**src/sv/alsdf_pkg.sv**
```systemverilog
// Shared opcode codes, status codes, result type and formatting helpers.
package alsdf_pkg;

  localparam int OpWidth    = 5;
  localparam int DataWidth  = 64;
  localparam int BytesWidth = 4;

  typedef logic [OpWidth-1:0]    op_t;
  typedef logic [DataWidth-1:0]  data_t;
  typedef logic [BytesWidth-1:0] bytes_t;

  typedef enum logic [1:0] {
    STATUS_OK          = 2'd0,
    STATUS_UNSUPPORTED = 2'd1,
    STATUS_INVALID     = 2'd2
  } status_t;

  // Opcode indexes in the order the load/store path presents them.
  localparam op_t OP_LDBU  = 5'd0;
  localparam op_t OP_STB   = 5'd1;
  localparam op_t OP_LDWU  = 5'd2;
  localparam op_t OP_STW   = 5'd3;
  localparam op_t OP_LDL   = 5'd4;
  localparam op_t OP_LDL_L = 5'd5;
  localparam op_t OP_STL   = 5'd6;
  localparam op_t OP_STL_C = 5'd7;
  localparam op_t OP_LDF   = 5'd8;
  localparam op_t OP_LDS   = 5'd9;
  localparam op_t OP_STF   = 5'd10;
  localparam op_t OP_STS   = 5'd11;
  localparam op_t OP_LDQ   = 5'd12;
  localparam op_t OP_LDG   = 5'd18;
  localparam op_t OP_LDT   = 5'd19;
  localparam op_t OP_STG   = 5'd20;
  localparam op_t OP_STT   = 5'd21;
  localparam op_t OP_COUNT = 5'd22;

  localparam logic MODE_MEM_TO_REG = 1'b0;
  localparam logic MODE_REG_TO_MEM = 1'b1;

  typedef struct packed {
    data_t   data;
    bytes_t  access_bytes;
    logic    is_float;
    status_t status;
  } result_t;

  // S-float memory word to T-format register layout.
  function automatic data_t expand_s(input logic [31:0] w);
    logic [6:0]  bits;
    logic [10:0] expo;
    bits = w[29:23];
    if (w[30]) begin
      expo = (bits == 7'h7f) ? 11'h7ff : {4'b1000, bits};
    end else begin
      expo = (bits == 7'h00) ? 11'h000 : {4'b0111, bits};
    end
    return {w[31], expo, w[22:0], 29'b0};
  endfunction

  // T-format register to S-float memory word, sign-extended.
  function automatic data_t pack_s(input data_t r);
    logic [31:0] w;
    w = {r[63:62], r[58:29]};
    return {{32{w[31]}}, w};
  endfunction

endpackage

```
**src/sv/alsdf_format.sv**
```systemverilog
// Combinational formatter: one opcode/direction/value to one result.
module alsdf_format
  import alsdf_pkg::*;
(
  input  op_t     op,
  input  logic    mode,
  input  data_t   data_in,
  output result_t result
);

  logic is_fg;
  logic is_long;
  logic is_sfloat;

  assign is_fg     = (op == OP_LDF) || (op == OP_STF) || (op == OP_LDG) || (op == OP_STG);
  assign is_long   = (op >= OP_LDL) && (op <= OP_STL_C);
  assign is_sfloat = (op == OP_LDS) || (op == OP_STS);

  always_comb begin
    result.data     = data_in;
    result.status   = STATUS_OK;
    result.is_float = is_fg || is_sfloat || (op == OP_LDT) || (op == OP_STT);

    if (op <= OP_STB) begin
      result.access_bytes = 4'd1;
    end else if (op <= OP_STW) begin
      result.access_bytes = 4'd2;
    end else if (op <= OP_STS) begin
      result.access_bytes = 4'd4;
    end else if (op < OP_COUNT) begin
      result.access_bytes = 4'd8;
    end else begin
      result.access_bytes = 4'd0;
    end

    if (op >= OP_COUNT) begin
      result.status = STATUS_INVALID;
    end else if (is_fg) begin
      result.status = STATUS_UNSUPPORTED;
    end else if (is_long) begin
      result.data = (mode == MODE_REG_TO_MEM) ? {32'b0, data_in[31:0]}
                                              : {{32{data_in[31]}}, data_in[31:0]};
    end else if (is_sfloat) begin
      result.data = (mode == MODE_REG_TO_MEM) ? pack_s(data_in) : expand_s(data_in[31:0]);
    end
  end

endmodule

```
**src/sv/alpha_load_store_data_formatter.sv**
```systemverilog
// Alpha load/store data formatter: input register, formatter, result register.
// Path: a word is held in the input register, then in the result register, where
//   out_valid presents it.
// Throughput: one word per cycle; the two-register pipeline advances whenever
//   the result register is empty or being drained, so words flow back to back.
// Reset (rst, synchronous, active high) clears both valid flags; payload
//   registers are not reset.
module alpha_load_store_data_formatter
  import alsdf_pkg::*;
(
  input  logic    clk,
  input  logic    rst,
  // input channel
  input  logic    in_valid,
  output logic    in_ready,
  input  op_t     op,
  input  logic    mode,
  input  data_t   data_in,
  // result channel
  output logic    out_valid,
  input  logic    out_ready,
  output data_t   data_out,
  output bytes_t  access_bytes,
  output logic    is_float,
  output status_t status
);

  // Input register stage.
  logic    s1_valid;
  op_t     s1_op;
  logic    s1_mode;
  data_t   s1_data;

  // Result register stage handshake.
  logic    s2_ready;
  result_t fmt_result;
  result_t res;

  // Result register takes a word when empty or being drained this cycle.
  assign s2_ready = !out_valid || out_ready;
  // Input register frees up when its word moves to the result register.
  assign in_ready = !s1_valid || s2_ready;

  always_ff @(posedge clk) begin
    if (rst) begin
      s1_valid <= 1'b0;
    end else if (in_ready) begin
      s1_valid <= in_valid;
    end
  end

  always_ff @(posedge clk) begin
    if (in_valid && in_ready) begin
      s1_op   <= op;
      s1_mode <= mode;
      s1_data <= data_in;
    end
  end

  // All formatting is pure bit logic between the two registers.
  alsdf_format u_format (
    .op      (s1_op),
    .mode    (s1_mode),
    .data_in (s1_data),
    .result  (fmt_result)
  );

  always_ff @(posedge clk) begin
    if (rst) begin
      out_valid <= 1'b0;
    end else if (s2_ready) begin
      out_valid <= s1_valid;
    end
  end

  always_ff @(posedge clk) begin
    if (s1_valid && s2_ready) begin
      res <= fmt_result;
    end
  end

  assign data_out     = res.data;
  assign access_bytes = res.access_bytes;
  assign is_float     = res.is_float;
  assign status       = res.status;

endmodule
```
**config.mk**
```make
export PLATFORM = sky130hd
export DESIGN_NAME = alpha_load_store_data_formatter
export DESIGN_NICKNAME = d
export VERILOG_FILES = /design/src/sv/alsdf_pkg.sv /design/src/sv/alsdf_format.sv /design/src/sv/alpha_load_store_data_formatter.sv
export SDC_FILE = /design/constraint.sdc
export NUM_CORES = 1
export LEC_CHECK = 0
export BUFFER_PORTS_ARGS = -buffer_cell sky130_fd_sc_hd__clkbuf_2
export CAP_MARGIN = 25
export CORE_AREA = 10 10 124 126
export CTS_CLUSTER_DIAMETER = 150
export DETAILED_ROUTE_END_ITERATION = 7
export DIE_AREA = 0 0 134 136
export GPL_TIMING_DRIVEN = 0
export PLACE_DENSITY = 0.69
export SLEW_MARGIN = 20
export SYNTH_ARGS = -nofsm -noshare
export SYNTH_HDL_FRONTEND = slang
export SYNTH_HIERARCHICAL = 1
export SYNTH_SLANG_ARGS = --single-unit
```
**constraint.sdc**
```tcl
create_clock -name clk -period 2.22 [get_ports clk]
set_input_delay 0.444 -clock clk [delete_from_list [all_inputs] [get_ports clk]]
set_output_delay 0.444 -clock clk [all_outputs]
set_load 0.05 [all_outputs]
```
==> flow_summary.toml <==
[yosys]
synth_area_um2 = 5743
postSynthAreaPerCell_um2 = 14.18
synth.yosys.warnings = 6
netlist_instances = 405
ys_types = 36
synth.net_count = 479
ys_ff_latch = 143
ys_seq_area_share_pct = 74.42

[flow_run]
maxCapViolations = 0

[sta]
fin_crit_ns = 2.138
finalHoldViolCount = 0
slew_headroom_pct = 37.54
fin_setup_tns_ns = 0
setup_viol = 0
fin_crit_sh_pct = 96.31
fmax_ghz = 0.4677
final-max-slew-violation-count = 0
worst_pin_slew_ns = 0.9369
finClkSkew_ns = 0.01063
rsz0062_at_grt = "false"

[pwr]
ir_drop_v = 0.0004419
p_seq_share_pct = 48.1
p_clk_share_pct = 40.9
p_switching_uw = 1680
p_per_area_nw_per_um2 = 918.1
power_uw = 6708
switching_share_pct = 25.04
combPwrFrac_pct = 11.0
p_int_uw = 5029
p_leak_uw = 0.002883

[worst_hold_path]
hold_class = "in -> reg"
holdCritStartpoint = "data_in[14]"

[final_layout]
final_common_cell = "clkbuf_2"
syn2layout_area_growth_pct = 27.23
fin_area_um2 = 7307
n_fill_cell = 1082
fin_util_pct = 56.29
diodes = 0
seqCellArea_um2 = 4274
multi_input_area_um2 = 1320
nets = 645
layout_common_cells = "clkbuf_2, edfxtp_1, nand2_1, a21oi_1, o21ai_0"
layout-drive-gt1-share_pct = 34.13

[place]
gp_congestion = 0.8035
port_buffers = 146
place_area_um2 = 6715
hpwl_mm = 10.53

[setup_path]
r2r-start = "s1_op[4]"
worstPathRequired_ns = 2.38
reg2regPathDepth = 6
cp_max_fo = 10
criticalPathCategory = "reg -> reg"
endpoint_kind = "flip-flop"
startpoint = "s1_op[4]"
r2r_end = "data_out[54]"
cp-endpoint = "data_out[54]"
start_kind = "flip-flop"
rrSetupSlack_ns = 0.08
critPathArrivalTime_ns = 2.30

[clock_network]
cts_sinks = 143
clk_pin_slew_ns = 0.06
clkLatencyLatePin_ns = 0.41
clk_path_buf_depth = 2
cts_root_buffer = "clkbuf_16"
htree_levels = 4
tritoncts = "done"
cts_made_buffers = 17

[detailed_routing]
drt-vias-per-instance = 5.285
drcViolationCount = 0
wl_per_cell_um = 20.25
ant_nets = 0
wirelength_mm = 15.37
drt_iter0_markers = 294
num_vias = 4011
first_pass_iters = 5

[grt]
grt_pass1_wl_mm = 23.00
grt_antenna_before_repair = 0
grt-ovfl-total = 0
grt_max_degree = 71
grt_util_all_layers_pct = 16.65
grt_pass1_vias = 4047

[die]
start_util_pct = 44.25
ios = 147
core_area_um2 = 12980
die_height_um = 136
die_w_um = 134
row_count = 42
die_area_um2 = 18220

[run_status]
run_status = "completed"
cells by family (layout without fill, tap and decap cells):
group	count (synthesis)	after routing	share of synthesized area, %
AOI/OAI and AO/OA	109	109	11.79
muxes	3	3	0.5229
buffers and inverters	33	211	2.854
DFF	143	143	74.42
and+or+nand+nor	116	116	10.22
adders and majority gates	1	1	0.1961
through the flow:
stage	cells	hold slack (ns)	setup slack (ns)
2_1_floorplan	405	0.4613	0.2115
3_3_place_gp	727	0.4742	-0.1764
3_5_place_dp	728	0.5001	-0.1149
4_1_cts	759	0.1882	0.03909
5_1_grt	759	0.1905	0.007973
6_report	759	0.2031	0.08191
registers in the layout, summed over array words and instances (netlist names):
name	cells
out_valid	1
s1_data	64
is_float	1
access_bytes	4
s1_mode	1
data_out	64
status	2
s1_valid	1
s1_op	5
layout make-up:
| class | instances | area share, % |
|---|---|---|
| Sequential cell | 143 | 58.49 |
| Multi-Input combinational cell | 229 | 18.07 |
| Timing Repair Buffer | 147 | 10.27 |
| Clock buffer | 18 | 5.873 |
| Tap cell | 176 | 3.014 |
| Buffer | 29 | 2.140 |
| Clock inverter | 13 | 1.935 |
| Inverter | 4 | 0.2055 |
how the worst min path moves through the flow:
stage	to	depth (start not counted)
after global placement	out_valid	2
after floorplan	out_valid	2
final	s1_data[14]	1
after detailed placement	out_valid	2
after global routing	s1_data[19]	1
after CTS	s1_data[14]	1
layer usage:
| layer | vias to the layer above | routed length [um] | GRT usage, % |
|---|---|---|---|
| met1 | 1946 | 6390 | 20.53 |
| li1 | 1845 | - | - |
| met5 | - | 0 | 0 |
| met4 | 0 | 375 | 7.981 |
| met2 | 192 | 7564 | 26.68 |
| met3 | 28 | 1039 | 4.576 |
power by group through the flow:
stage | Clock [uW] | Combinational (uW) | Sequential (uW)
floorplan | 0 | 261 | 3500
global placement | 0 | 718 | 3280
detailed placement | 0 | 738 | 3280
CTS | 2790 | 743 | 3230
global route | 2900 | 791 | 3240
finish | 2740 | 740 | 3230
cell usage after synthesis:
master	instances	share of area [%]
a22o_1	1	0.15
nand4_1	1	0.11
nand2_1	62	4.1
nand3b_4	1	0.35
nor3b_1	2	0.26
maj3_2	1	0.20
buf_6	1	0.20
nor4_1	2	0.22
a2bb2oi_1	1	0.15
and2_2	1	0.13
and2_1	2	0.22
nand4bb_1	2	0.39
and2_4	1	0.15
dfxtp_1	2	0.70
o22a_1	28	4.3
o21ai_0	35	3.1
o21ai_1	2	0.17
nand3_1	1	0.087
nand3b_1	1	0.13
buf_1	1	0.065
inv_1	4	0.26
buf_2	8	0.70
nand2b_1	31	3.4
nor2b_1	3	0.33
a21oi_1	37	3.2
clkbuf_1	17	1.1
a221o_1	1	0.17
a21oi_2	1	0.15
nor2_1	5	0.33
a221oi_1	1	0.15
edfxtp_1	141	74
mux2i_1	3	0.52
buf_8	2	0.52
a211oi_1	1	0.13
o32ai_1	1	0.15
nor3_1	1	0.087
what timing repair did:
item | in CTS | in global routing
endpoints found under the setup margin | 13 | 26
pin swaps | 0 | 0
hold endpoints to repair | 0 | 0
resized for setup | 3 | 7
setup buffers | 0 | 0
hold buffers | 0 | 0
critical path, stage by stage, from the launching register on:
cell and delay, ns:
edfxtp_1 0.46, nand4bb_2 0.34, a21oi_2 0.22, buf_2 0.28
clkbuf_4 0.27, a21oi_1 0.10, o22a_1 0.22
(Power assumes the default switching activity.)
